File: config.mk
export PLATFORM = sky130hd
export DESIGN_NAME = string_to_integer_parser
export DESIGN_NICKNAME = d
export VERILOG_FILES = /design/src/hw/rtl/s2i_pkg.sv /design/src/hw/rtl/s2i_front.sv /design/src/hw/rtl/s2i_queue.sv /design/src/hw/rtl/s2i_back.sv /design/src/hw/rtl/string_to_integer_parser.sv
export SDC_FILE = /design/constraint.sdc
export NUM_CORES = 2
export LEC_CHECK = 0
export ABC_AREA = 1
export BUFFER_PORTS_ARGS = -buffer_cell sky130_fd_sc_hd__buf_2
export CAP_MARGIN = 10
export CORE_MARGIN = 2
export CORE_UTILIZATION = 60
export CTS_CLUSTER_SIZE = 25
export DETAILED_ROUTE_END_ITERATION = 10
export GPL_TIMING_DRIVEN = 0
export PLACE_DENSITY = 0.77
export REMOVE_ABC_BUFFERS = 1
export SETUP_SLACK_MARGIN = 0.02
export SYNTH_ARGS = -nofsm -noshare
export SYNTH_HDL_FRONTEND = slang
export SYNTH_SLANG_ARGS = --single-unit
File: constraint.sdc
create_clock -name clk -period 12.5 [get_ports clk]
set_input_delay 0.625 -clock clk [delete_from_list [all_inputs] [get_ports clk]]
set_output_delay 0.625 -clock clk [all_outputs]
set_load 0.02 [all_outputs]
File: src/hw/rtl/s2i_pkg.sv
package s2i_pkg;

  localparam int unsigned MAX_CHARS = 4096;
  localparam int POS_W = $clog2(MAX_CHARS + 1);
  localparam int BASE_W = 6;
  localparam int CHAR_W = 8;
  localparam int VAL_W = 64;

  localparam logic [CHAR_W-1:0] CH_TAB = 8'd9;
  localparam logic [CHAR_W-1:0] CH_CR = 8'd13;
  localparam logic [CHAR_W-1:0] CH_SPACE = 8'd32;
  localparam logic [CHAR_W-1:0] CH_PLUS = 8'd43;
  localparam logic [CHAR_W-1:0] CH_MINUS = 8'd45;
  localparam logic [CHAR_W-1:0] CH_ZERO = 8'd48;
  localparam logic [CHAR_W-1:0] CH_NINE = 8'd57;
  localparam logic [CHAR_W-1:0] CH_UPPER_A = 8'd65;
  localparam logic [CHAR_W-1:0] CH_UPPER_X = 8'd88;
  localparam logic [CHAR_W-1:0] CH_UPPER_Z = 8'd90;
  localparam logic [CHAR_W-1:0] CH_LOWER_A = 8'd97;
  localparam logic [CHAR_W-1:0] CH_LOWER_X = 8'd120;
  localparam logic [CHAR_W-1:0] CH_LOWER_Z = 8'd122;

  localparam logic [BASE_W-1:0] BASE_AUTO = 6'd0;
  localparam logic [BASE_W-1:0] BASE_ONE = 6'd1;
  localparam logic [BASE_W-1:0] BASE_OCT = 6'd8;
  localparam logic [BASE_W-1:0] BASE_DEC = 6'd10;
  localparam logic [BASE_W-1:0] BASE_HEX = 6'd16;
  localparam logic [BASE_W-1:0] BASE_MAX = 6'd36;

  typedef struct packed {
    logic is_space;
    logic is_plus;
    logic is_minus;
    logic is_zero;
    logic is_x;
    logic is_digit;
    logic [BASE_W-1:0] digit;
    logic last;
  } char_class_t;

endpackage

File: src/hw/rtl/s2i_front.sv
module s2i_front (
  input  logic                       in_valid,
  input  logic [s2i_pkg::CHAR_W-1:0] char_code,
  input  logic                       last_char,
  input  logic                       q_full,
  output logic                       in_stall,
  output logic                       q_push,
  output s2i_pkg::char_class_t       q_item
);
  import s2i_pkg::*;

  logic [CHAR_W-1:0] off;

  always_comb begin
    q_item = '0;
    off = '0;
    q_item.last = last_char;
    q_item.is_space = (char_code == CH_SPACE) || (char_code >= CH_TAB && char_code <= CH_CR);
    q_item.is_plus = (char_code == CH_PLUS);
    q_item.is_minus = (char_code == CH_MINUS);
    q_item.is_zero = (char_code == CH_ZERO);
    q_item.is_x = (char_code == CH_LOWER_X) || (char_code == CH_UPPER_X);
    if (char_code >= CH_ZERO && char_code <= CH_NINE) begin
      q_item.is_digit = 1'b1;
      off = char_code - CH_ZERO;
    end else if (char_code >= CH_LOWER_A && char_code <= CH_LOWER_Z) begin
      q_item.is_digit = 1'b1;
      off = char_code - CH_LOWER_A + CHAR_W'(BASE_DEC);
    end else if (char_code >= CH_UPPER_A && char_code <= CH_UPPER_Z) begin
      q_item.is_digit = 1'b1;
      off = char_code - CH_UPPER_A + CHAR_W'(BASE_DEC);
    end
    q_item.digit = off[BASE_W-1:0];
  end

  assign in_stall = q_full;
  assign q_push = in_valid && !q_full;

endmodule

File: src/hw/rtl/s2i_queue.sv
module s2i_queue (
  input  logic                 clk,
  input  logic                 rst,
  input  logic                 push,
  input  s2i_pkg::char_class_t push_item,
  output logic                 full,
  input  logic                 pop,
  output logic                 pop_valid,
  output s2i_pkg::char_class_t pop_item
);
  import s2i_pkg::*;

  char_class_t entries [2];
  logic wr_ptr;
  logic rd_ptr;
  logic [1:0] count;

  always_ff @(posedge clk) begin
    if (push) begin
      entries[wr_ptr] <= push_item;
    end
  end

  always_ff @(posedge clk) begin
    if (rst) begin
      wr_ptr <= 1'b0;
      rd_ptr <= 1'b0;
      count <= '0;
    end else begin
      if (push) begin
        wr_ptr <= !wr_ptr;
      end
      if (pop) begin
        rd_ptr <= !rd_ptr;
      end
      count <= count + 2'(push) - 2'(pop);
    end
  end

  assign full = (count == 2'd2);
  assign pop_valid = (count != 2'd0);
  assign pop_item = entries[rd_ptr];

endmodule

File: src/hw/rtl/s2i_back.sv
module s2i_back (
  input  logic                              clk,
  input  logic                              rst,
  input  logic                              cfg_write,
  input  logic [s2i_pkg::BASE_W-1:0]        cfg_data,
  input  logic                              q_valid,
  input  s2i_pkg::char_class_t              q_item,
  output logic                              q_pop,
  output logic                              out_valid,
  input  logic                              out_stall,
  output logic signed [s2i_pkg::VAL_W-1:0]  value,
  output logic                              overflowed,
  output logic [s2i_pkg::POS_W-1:0]         chars_consumed
);
  import s2i_pkg::*;

  localparam logic [2:0] PH_SPACE = 3'd0;
  localparam logic [2:0] PH_SIGNED = 3'd1;
  localparam logic [2:0] PH_ZERO = 3'd2;
  localparam logic [2:0] PH_ZEROX = 3'd3;
  localparam logic [2:0] PH_DIGITS = 3'd4;
  localparam logic [2:0] PH_DONE = 3'd5;

  localparam int PROD_W = VAL_W + BASE_W + 1;

  logic [BASE_W-1:0] number_base;
  logic [2:0] phase, phase_next;
  logic neg, neg_next;
  logic [VAL_W-1:0] acc, acc_next;
  logic ovf, ovf_next;
  logic [BASE_W-1:0] active_base, active_next;
  logic [POS_W-1:0] pos, pos_next;
  logic [POS_W-1:0] end_offset, end_next;

  logic first_char;
  logic attempt;
  logic digit_ok;
  logic [BASE_W-1:0] fc_base;
  logic [BASE_W-1:0] tb;
  logic [PROD_W-1:0] sum;
  logic [PROD_W-1:0] limit;
  logic [VAL_W-1:0] result;

  always_comb begin
    phase_next = phase;
    neg_next = neg;
    acc_next = acc;
    ovf_next = ovf;
    active_next = active_base;
    end_next = end_offset;
    pos_next = (pos == POS_W'(MAX_CHARS)) ? pos : pos + POS_W'(1);
    first_char = 1'b0;
    attempt = 1'b0;
    tb = active_base;
    fc_base = (phase == PH_SPACE) ? number_base : active_base;

    unique case (phase)
      PH_SPACE: begin
        if (!q_item.is_space) begin
          active_next = number_base;
          if (number_base == BASE_ONE || number_base > BASE_MAX) begin
            phase_next = PH_DONE;
          end else if (q_item.is_plus || q_item.is_minus) begin
            neg_next = q_item.is_minus;
            phase_next = PH_SIGNED;
          end else begin
            first_char = 1'b1;
          end
        end
      end
      PH_SIGNED: begin
        first_char = 1'b1;
      end
      PH_ZERO: begin
        if (q_item.is_x) begin
          active_next = BASE_HEX;
          phase_next = PH_ZEROX;
        end else begin
          tb = (active_base == BASE_AUTO) ? BASE_OCT : active_base;
          active_next = tb;
          attempt = 1'b1;
        end
      end
      PH_ZEROX, PH_DIGITS: begin
        attempt = 1'b1;
      end
      default: begin
        phase_next = PH_DONE;
      end
    endcase

    if (first_char) begin
      if (q_item.is_zero && (fc_base == BASE_AUTO || fc_base == BASE_HEX)) begin
        end_next = pos_next;
        active_next = fc_base;
        phase_next = PH_ZERO;
      end else begin
        tb = (fc_base == BASE_AUTO) ? BASE_DEC : fc_base;
        active_next = tb;
        attempt = 1'b1;
      end
    end

    digit_ok = q_item.is_digit && (q_item.digit < tb);
    sum = ({{(PROD_W-VAL_W){1'b0}}, acc} * {{(PROD_W-BASE_W){1'b0}}, tb})
          + {{(PROD_W-BASE_W){1'b0}}, q_item.digit};
    limit = {{(PROD_W-VAL_W){1'b0}}, neg, {(VAL_W-1){!neg}}};

    if (attempt) begin
      if (digit_ok) begin
        if (!ovf) begin
          if (sum > limit) begin
            ovf_next = 1'b1;
          end else begin
            acc_next = sum[VAL_W-1:0];
          end
        end
        end_next = pos_next;
        phase_next = PH_DIGITS;
      end else begin
        phase_next = PH_DONE;
      end
    end

    if (ovf_next) begin
      result = {neg_next, {(VAL_W-1){!neg_next}}};
    end else if (neg_next) begin
      result = -acc_next;
    end else begin
      result = acc_next;
    end
  end

  assign q_pop = q_valid && (!q_item.last || !out_valid || !out_stall);

  always_ff @(posedge clk) begin
    if (rst) begin
      number_base <= BASE_AUTO;
      phase <= PH_SPACE;
      neg <= 1'b0;
      acc <= '0;
      ovf <= 1'b0;
      active_base <= BASE_AUTO;
      pos <= '0;
      end_offset <= '0;
      out_valid <= 1'b0;
    end else begin
      if (cfg_write) begin
        number_base <= cfg_data;
      end
      if (q_pop && q_item.last) begin
        out_valid <= 1'b1;
      end else if (!out_stall) begin
        out_valid <= 1'b0;
      end
      if (q_pop) begin
        if (q_item.last) begin
          phase <= PH_SPACE;
          neg <= 1'b0;
          acc <= '0;
          ovf <= 1'b0;
          active_base <= BASE_AUTO;
          pos <= '0;
          end_offset <= '0;
        end else begin
          phase <= phase_next;
          neg <= neg_next;
          acc <= acc_next;
          ovf <= ovf_next;
          active_base <= active_next;
          pos <= pos_next;
          end_offset <= end_next;
        end
      end
    end
  end

  always_ff @(posedge clk) begin
    if (q_pop && q_item.last) begin
      value <= $signed(result);
      overflowed <= ovf_next;
      chars_consumed <= end_next;
    end
  end

endmodule

File: src/hw/rtl/string_to_integer_parser.sv
// Converts a string, fed one character per request, into a signed 64-bit integer in the
// manner of strtol, and gives one result on the request marked last. A character classifier
// feeds a two-entry queue that a conversion engine drains; the engine takes one character per
// cycle unless a held result stalls a last character, bounded by its multiply-by-base, add
// and limit compare on the 64-bit accumulator. A result is registered as its last character
// leaves the queue and is held until taken; later characters flow, up to the next last one.
// The base register is sampled at the first character of a string that is not whitespace.
module string_to_integer_parser (
  input  logic                              clk,
  input  logic                              rst,
  input  logic                              cfg_write,
  input  logic [s2i_pkg::BASE_W-1:0]        cfg_data,
  input  logic                              in_valid,
  output logic                              in_stall,
  input  logic [s2i_pkg::CHAR_W-1:0]        char_code,
  input  logic                              last_char,
  output logic                              out_valid,
  input  logic                              out_stall,
  output logic signed [s2i_pkg::VAL_W-1:0]  value,
  output logic                              overflowed,
  output logic [s2i_pkg::POS_W-1:0]         chars_consumed
);
  import s2i_pkg::*;

  logic q_full;
  logic q_push;
  char_class_t push_item;
  logic q_pop;
  logic q_valid;
  char_class_t pop_item;

  s2i_front u_front (
    .in_valid  (in_valid),
    .char_code (char_code),
    .last_char (last_char),
    .q_full    (q_full),
    .in_stall  (in_stall),
    .q_push    (q_push),
    .q_item    (push_item)
  );

  s2i_queue u_queue (
    .clk       (clk),
    .rst       (rst),
    .push      (q_push),
    .push_item (push_item),
    .full      (q_full),
    .pop       (q_pop),
    .pop_valid (q_valid),
    .pop_item  (pop_item)
  );

  s2i_back u_back (
    .clk            (clk),
    .rst            (rst),
    .cfg_write      (cfg_write),
    .cfg_data       (cfg_data),
    .q_valid        (q_valid),
    .q_item         (pop_item),
    .q_pop          (q_pop),
    .out_valid      (out_valid),
    .out_stall      (out_stall),
    .value          (value),
    .overflowed     (overflowed),
    .chars_consumed (chars_consumed)
  );

`ifndef SYNTH
  a_no_push_when_full: assert property (@(posedge clk) disable iff (rst)
    q_full |-> !q_push)
    else $error("queue written while full");

  a_saturated_value: assert property (@(posedge clk) disable iff (rst)
    (out_valid && overflowed) |->
      (value == {1'b0, {(VAL_W-1){1'b1}}} || value == {1'b1, {(VAL_W-1){1'b0}}}))
    else $error("overflowed result is not saturated");

  a_overflow_has_digits: assert property (@(posedge clk) disable iff (rst)
    (out_valid && overflowed) |-> (chars_consumed != '0))
    else $error("overflow reported with nothing consumed");

  a_count_bound: assert property (@(posedge clk) disable iff (rst)
    out_valid |-> (chars_consumed <= POS_W'(MAX_CHARS)))
    else $error("consumed count beyond limit");
`endif

endmodule
**After elaboration in Yosys (flattened, before gate mapping)**

Memories as Yosys holds them, arrays and structs flattened. A register that Yosys moved wholly into a read port is not among the register bits.
Index checks and enable logic that the tools add are counted.

- Register bits after elaboration: 190
- Output and inout bits: 80
- Bits of input ports: 20
- Logic and storage cells: 153
- Memories kept: 1
- Memory bits (writable): 26

- Equal/unequal tests: 16
- Order comparisons: 11
- Multiply operators: 1
- Muxes and demuxes: 67
- Reductions and logical operators: 32
- Add/subtract/negate cells: 10

Memory list:

| name | depth | width | rd ports | clocked after memory_dff | wr ports | RTL line | source |
|---|---|---|---|---|---|---|---|
| u_queue.entries | 2 | 13 | 1 | 1 | 1 | s2i_queue.sv:13 | `char_class_t entries [2];` |

Operator list:

| cell | number |
|---|---|
| 64-bit 2-to-1 mux | 7 |
| 13-bit 2-to-1 mux | 7 |
| 6-bit 2-to-1 mux | 15 |
| 70-bit by 6-bit adder with 71-bit output | 1 |
| 71-bit by 64-bit greater-than comparator with 1-bit output | 1 |
| 64-bit by 6-bit multiplier with 70-bit output | 1 |
| 64-bit negator | 1 |
| 8-bit by 6-bit == test with 1-bit output (second input constant) | 4 |
| 1-bit 2-to-1 mux | 26 |
| 3-bit 2-to-1 mux | 8 |
| 8-bit by 7-bit == test with 1-bit output (second input constant) | 2 |
| 8-bit by 7-bit greater-or-equal comparator with 1-bit output (second input constant) | 2 |
| 8-bit by 7-bit <= comparator with 1-bit output (second input constant) | 2 |
| 13-bit by 1-bit adder with 13-bit output (second input constant) | 1 |
| 13-bit == test (second input constant) | 1 |
| 6-bit by 4-bit adder with 6-bit output (second input constant) | 2 |
| 6-bit zero test | 2 |
| 6-bit case mux with 2 select lines | 1 |
| 6-bit subtractor (second input constant) | 2 |
| 1-bit logical AND | 9 |
| 3-bit case mux with 3 select lines | 1 |
| 8-bit by 4-bit greater-or-equal comparator with 1-bit output (second input constant) | 1 |
| 8-bit by 6-bit greater-or-equal comparator with 1-bit output (second input constant) | 1 |
| 8-bit by 4-bit <= comparator with 1-bit output (second input constant) | 1 |
| 23 further kinds | 38 |

**Depth between registers and ports, before layout**

- Word-level depth: 17
- Gate-level depth with buffers: 68
- Depth with buffers taken out: 65

**By module**

From an unflattened synthesis, not the netlist that was laid out.

- Cell total of the unflattened synthesis: 3881
- Area, all modules: 27440.1 µm²

Modules (own cells, without submodules):

| module | seq. area each (µm²) | instances | area each (µm²) | cells an instance |
|---|---|---|---|---|
| s2i_back | 4504.3 | 1 | 25665.9 | 3699 |
| s2i_queue | 880.8 | 1 | 1199.9 | 71 |
| s2i_front | 0.0 | 1 | 574.3 | 111 |

**Worst setup path after synthesis**

OpenSTA, ideal clock, no wires.

- Path kind: reg-to-reg
- Start point: register u_back.phase[0]
- End point: register u_back.value[44] (netlist bit), data pin
- Arrival: 8.229 ns
- Period minus slack after synthesis: 8.493 ns
- Buffers on the path: 5
- Cell stages (with the launch flop): 56
- Path slack: 4.007 ns
- Library setup time: 0.264 ns
- Data required time: 12.236 ns
- Cell sequence: dfxtp_1 -> nor2_4 -> nand2_2 -> buf_6 -> nand2_1 -> o21ai_2 -> nor2_4 -> nand4_4 -> nand2_4 -> nand2_1 -> nand2_1 -> clkbuf_1 -> buf_1 -> nor2_1 -> fa_1 -> inv_1 -> fa_1 -> inv_1 -> [... 20 more ...] -> nand4_1 -> nand2_1 -> nand4_2 -> buf_6 -> buf_6 -> nand2_1 -> o21ai_1 -> clkinv_1 -> ha_1 -> nand2_1 -> nor2_1 -> nand3_2 -> nand2_2 -> nand2_1 -> nor2_2 -> nand3_1 -> nand3_1 -> nand2_1

- Cells in the longest elaborated chain, start to end: 17
- Elaborated cells on any way between the ends: 37
- Classes of those cells: add/sub: 2; mul: 1; order compare: 2; eq/ne: 5; mux: 20; reduce/logical: 7

Ends and longest elaborated chain:

| element | RTL line | source |
|---|---|---|
| start: declaration | s2i_back.sv:27 | `logic [2:0] phase, phase_next;` |
| start signal: assignment | s2i_back.sv:166 | `phase <= phase_next;` |
| 3-bit zero test | s2i_back.sv:55, s2i_back.sv:57 |  |
| 6-bit 2-to-1 mux | s2i_back.sv:55 | `fc_base = (phase == PH_SPACE) ? number_base : active_base;` |
| 6-bit by 5-bit == test with 1-bit output or 6-bit zero test (tied branches) | s2i_back.sv:93, s2i_back.sv:98 |  |
| 1-bit logical OR | s2i_back.sv:93 | `if (q_item.is_zero && (fc_base == BASE_AUTO \|\| fc_base == BASE_HEX)) begin` |
| 1-bit logical AND | s2i_back.sv:93 |  |
| 6-bit 2-to-1 mux | s2i_back.sv:93 |  |
| 6-bit 2-to-1 mux | s2i_back.sv:92 | `if (first_char) begin` |
| 64-bit by 6-bit multiplier with 70-bit output | s2i_back.sv:105 | `sum = ({{(PROD_W-VAL_W){1'b0}}, acc} * {{(PROD_W-BASE_W){1'b0}}, tb})` |
| [... 2 more ...] | -- |  |
| 64-bit 2-to-1 mux | s2i_back.sv:112 | `if (sum > limit) begin` |
| 64-bit 2-to-1 mux | s2i_back.sv:111 | `if (!ovf) begin` |
| 64-bit 2-to-1 mux | s2i_back.sv:110 | `if (digit_ok) begin` |
| 64-bit 2-to-1 mux | s2i_back.sv:109 | `if (attempt) begin` |
| 64-bit negator | s2i_back.sv:128 | `result = -acc_next;` |
| 64-bit 2-to-1 mux | s2i_back.sv:127 | `end else if (neg_next) begin` |
| 64-bit 2-to-1 mux * | s2i_back.sv:125 | `if (ovf_next) begin` |
| via u_back.result[44] | s2i_back.sv:42 | `logic [VAL_W-1:0] result;` |
| end signal: assignment | s2i_back.sv:180 | `value <= $signed(result);` |
| end: declaration | s2i_back.sv:11 | `output logic signed [s2i_pkg::VAL_W-1:0] value,` |

Mark *: on every way through the listed nets, which the timed path passes. The rest lies on a longest branch.
A chain may end at the register's enable or synchronous reset.

**Worst setup path after layout**

- Start point: register u_back.phase[0]
- End point: register u_back.value[36] (netlist bit), data pin

The elaborated chain is that of the path after synthesis.

==> qor.yml <==
outcome:
  status: "complete, no violations"
global_routing:
  grt_max_degree: 79
  grt_pass1_vias: 25200
  grt_remaining_overflow: 0
  antenna_found_initial: 1
  grt_pass1_wl_um: 129000
  grt_use_total: 0.341
finish:
  fill_cells: 4192
  multi_input_area_um2: 19600
  antenna_cells: 0
  regArea_um2: 5390
  synthToLayoutAreaGrowth_pct: 7.56
  fin_util: 0.654
  fin_nets: 4486
  drive_gt1_frac: 0.0655
power:
  powerDensity_nw_per_um2: 132
  ir_drop_mv: 0.200
  pwr-share-seq: 0.250
  p_leak_nw: 15.8
  p_int_w: 0.00189
  power_frac_clock: 0.201
  p_sw_w: 0.00201
  swShare: 0.515
  combPwrFrac: 0.549
  total_power_w: 0.00391
synth:
  synth_cell_types: 56
  synth_async_sr_flop_share: 0
  avgSynthCellArea_um2: 6.98
  synth-edff-count: 104
  synth_top_area_share: 0.183
  ys_ff_latch: 217
  syn_area_um2: 27600
  yosysTopAreaCell: "fa_1"
  syn_inst: 3957
  synth_flop_cell: "dfxtp_1"
  seq_area_frac_synth: 0.195
  synth_area_leaders: "fa_1 (18%), nand2_1 (15%), edfxtp_1 (11%), ha_1 (11%), dfxtp_1 (8.2%)"
  synth_commonest_cells: "nand2_1 (1127), nor2_1 (569), inv_1 (562), fa_1 (252), a21oi_1 (249)"
  yosysMostFrequentCell: "nand2_1"
  ys_warn_count: 0
sta:
  relSlewSlack: 0.238
  fmax_ghz: 0.0857
  setup_viol: 0
  rsz0062_at_grt: "no"
  fin_crit_sh: 0.934
  worst_pin_slew_ns: 1.14
  worst_clock_skew_ns: 0.0168
  fin_crit_ns: 11.67
  finalHoldViolCount: 0
  report.final.slew_viol_count: 0
drt:
  first_pass_iters: 6
  wl_per_cell_um: 17.3
  wirelength_um: 79600
  antenna_left: 0
  drc_errors: 0
  route.met2.wl_um: 35700
  wl_met3_um: 7640
  avgViaCountPerCell: 5.60
  vias: 25800
  top_layer_used: "met5"
  drt-met1-wl_um: 33300
  drt-initial-drc-count: 1914
clock_network:
  cts_buffers: 27
  clk_pin_slew_ns: 0.06
  clock_latency_ns: 0.58
  cts_tree: "done"
  cts.sinks: 217
  htreeDepth: 1
  cts_root_buffer: "clkbuf_16"
  clockBufferDepth: 3
  cts_setup_buffers: 0
critical_path:
  critPathArrivalTime_ns: 11.97
  critPathTopFamily: "simple AND/OR/NAND/NOR gates"
  worst_setup_path_start_kind: "register"
  cp.required_ns: 12.80
  crit_slowest_cell: "fa_1"
  worst_setup_path_end_kind: "register"
  crit_buf_inv: 7
  cp_common_cell: "nand2_1"
  critPathMaxStageDelay_ns: 0.60
  worstPathMaxFanout: 25
  crit_type: "register to register"
die:
  fp-row-count: 78
  dieHeight_um: 218
  core-area_um2: 45400
  start_util: 0.608
  die_w_um: 218
  pin_count: 100
  die_area_um2: 47700
hold_path:
  min_path_type: "input pin to register"
job:
  max-cap-violations: 0
placement:
  numPortBuffers: 99
  gp_congestion: 0.971
  dp_hpwl_um: 63500
-- per-stage QoR --
stage                     setup TNS [ns]  hold slack [ns]  area [µm²]  instances  setup slack (ns)
after detailed placement           -5.09            0.446       28700       4549            -0.368
after global routing                   0            0.235       29700       4601             0.134
after global placement           -958.27            0.437       28300       4533             -6.40
after CTS                              0            0.235       29600       4599            0.0387
after floorplan                        0            0.426       27000       3834              1.26
final                                  0            0.240       29700       4601             0.831
-- cells by family after synthesis --
| group | share of synthesized area |
|---|---|
| buffers and inverters | 0.0987 |
| muxes | 0.00367 |
| xor gates and xnor gates | 0.0317 |
| DFF | 0.195 |
| and+or+nand+nor | 0.290 |
| adders and majority gates | 0.289 |
| AOI/OAI and AO/OA | 0.0918 |
-- metal layers --
metal  track usage  vias to the layer above
met5             0                        -
met2         0.545                      997
li1              -                    12500
met3        0.0842                      174
met1         0.453                    12100
met4         0.116                        2
-- path summary, 6_finish.rpt --
path              cells after the start            start  slack, ns               endpoint
setup / recovery                     55  u_back.phase[0]       0.83       u_back.value[36]
hold / removal                        1        last_char       0.24  u_queue.entries[0][0]
setup reg to reg                     55  u_back.phase[0]       0.83       u_back.value[36]
hold reg to reg                       1   u_queue.rd_ptr       0.46               register
-- layout make-up --
| cell class | instances | area share |
|---|---|---|
| Multi-Input combinational cell | 3040 | 0.661 |
| Sequential cell | 217 | 0.181 |
| Clock buffer | 29 | 0.0230 |
| Inverter | 579 | 0.0736 |
| Clock inverter | 21 | 0.00683 |
| Timing Repair Buffer | 115 | 0.0290 |
| Tap cell | 600 | 0.0253 |
-- sequential cells by signal, indices dropped and copies added (netlist names), named ones only --
register	cells
u_back.out_valid	1
u_back.pos	13
u_back.chars_consumed	13
u_back.active_base	6
u_back.phase	3
u_back.number_base	6
u_back.end_offset	13
u_back.ovf	1
u_queue.rd_ptr	1
u_queue.entries	26
u_back.value	64
u_back.acc	64
u_back.neg	1
u_queue.count	2
u_back.overflowed	1
u_queue.wr_ptr	1
-- placed cells by master, fill, tap and decap left out, types with 9 or more instances in the layout --
master,Yosys,layout
a31oi_1,9,9
nand3_1,143,143
o21ai_1,45,44
nor4_1,10,10
xor2_1,77,77
clkbuf_16,0,27
a21oi_1,249,248
o21ai_0,93,93
inv_2,10,9
dfxtp_1,113,111
nand2_1,1127,1119
inv_1,562,561
mux2_2,9,9
edfxtp_1,104,104
nor2_1,569,567
buf_2,24,98
nand3b_1,13,13
nor3_1,29,28
nand2_2,10,13
or2_2,9,9
ha_1,234,234
o21bai_1,12,12
fa_1,252,252
xnor2_1,23,23
nand4_1,31,31
nor2_2,15,15
a21o_1,10,10
-- repair_timing --
item                       CTS  global route
setup endpoints to repair   42            64
hold buffers                 0             0
cloned                       0             2
pin swaps                    1             0
gates resized for setup      7             9
-- power by group through the flow --
stage | clock [W] | sequential (W) | combinational, W
finish | 0.000787 | 0.000976 | 0.00214
global route | 0.000823 | 0.000991 | 0.00231
CTS | 0.000794 | 0.000977 | 0.00209
detailed placement | 0 | 0.000992 | 0.00207
global placement | 0 | 0.00100 | 0.00191
floorplan | 0 | 0.00112 | 0.00110
(Power assumes the default switching activity.)
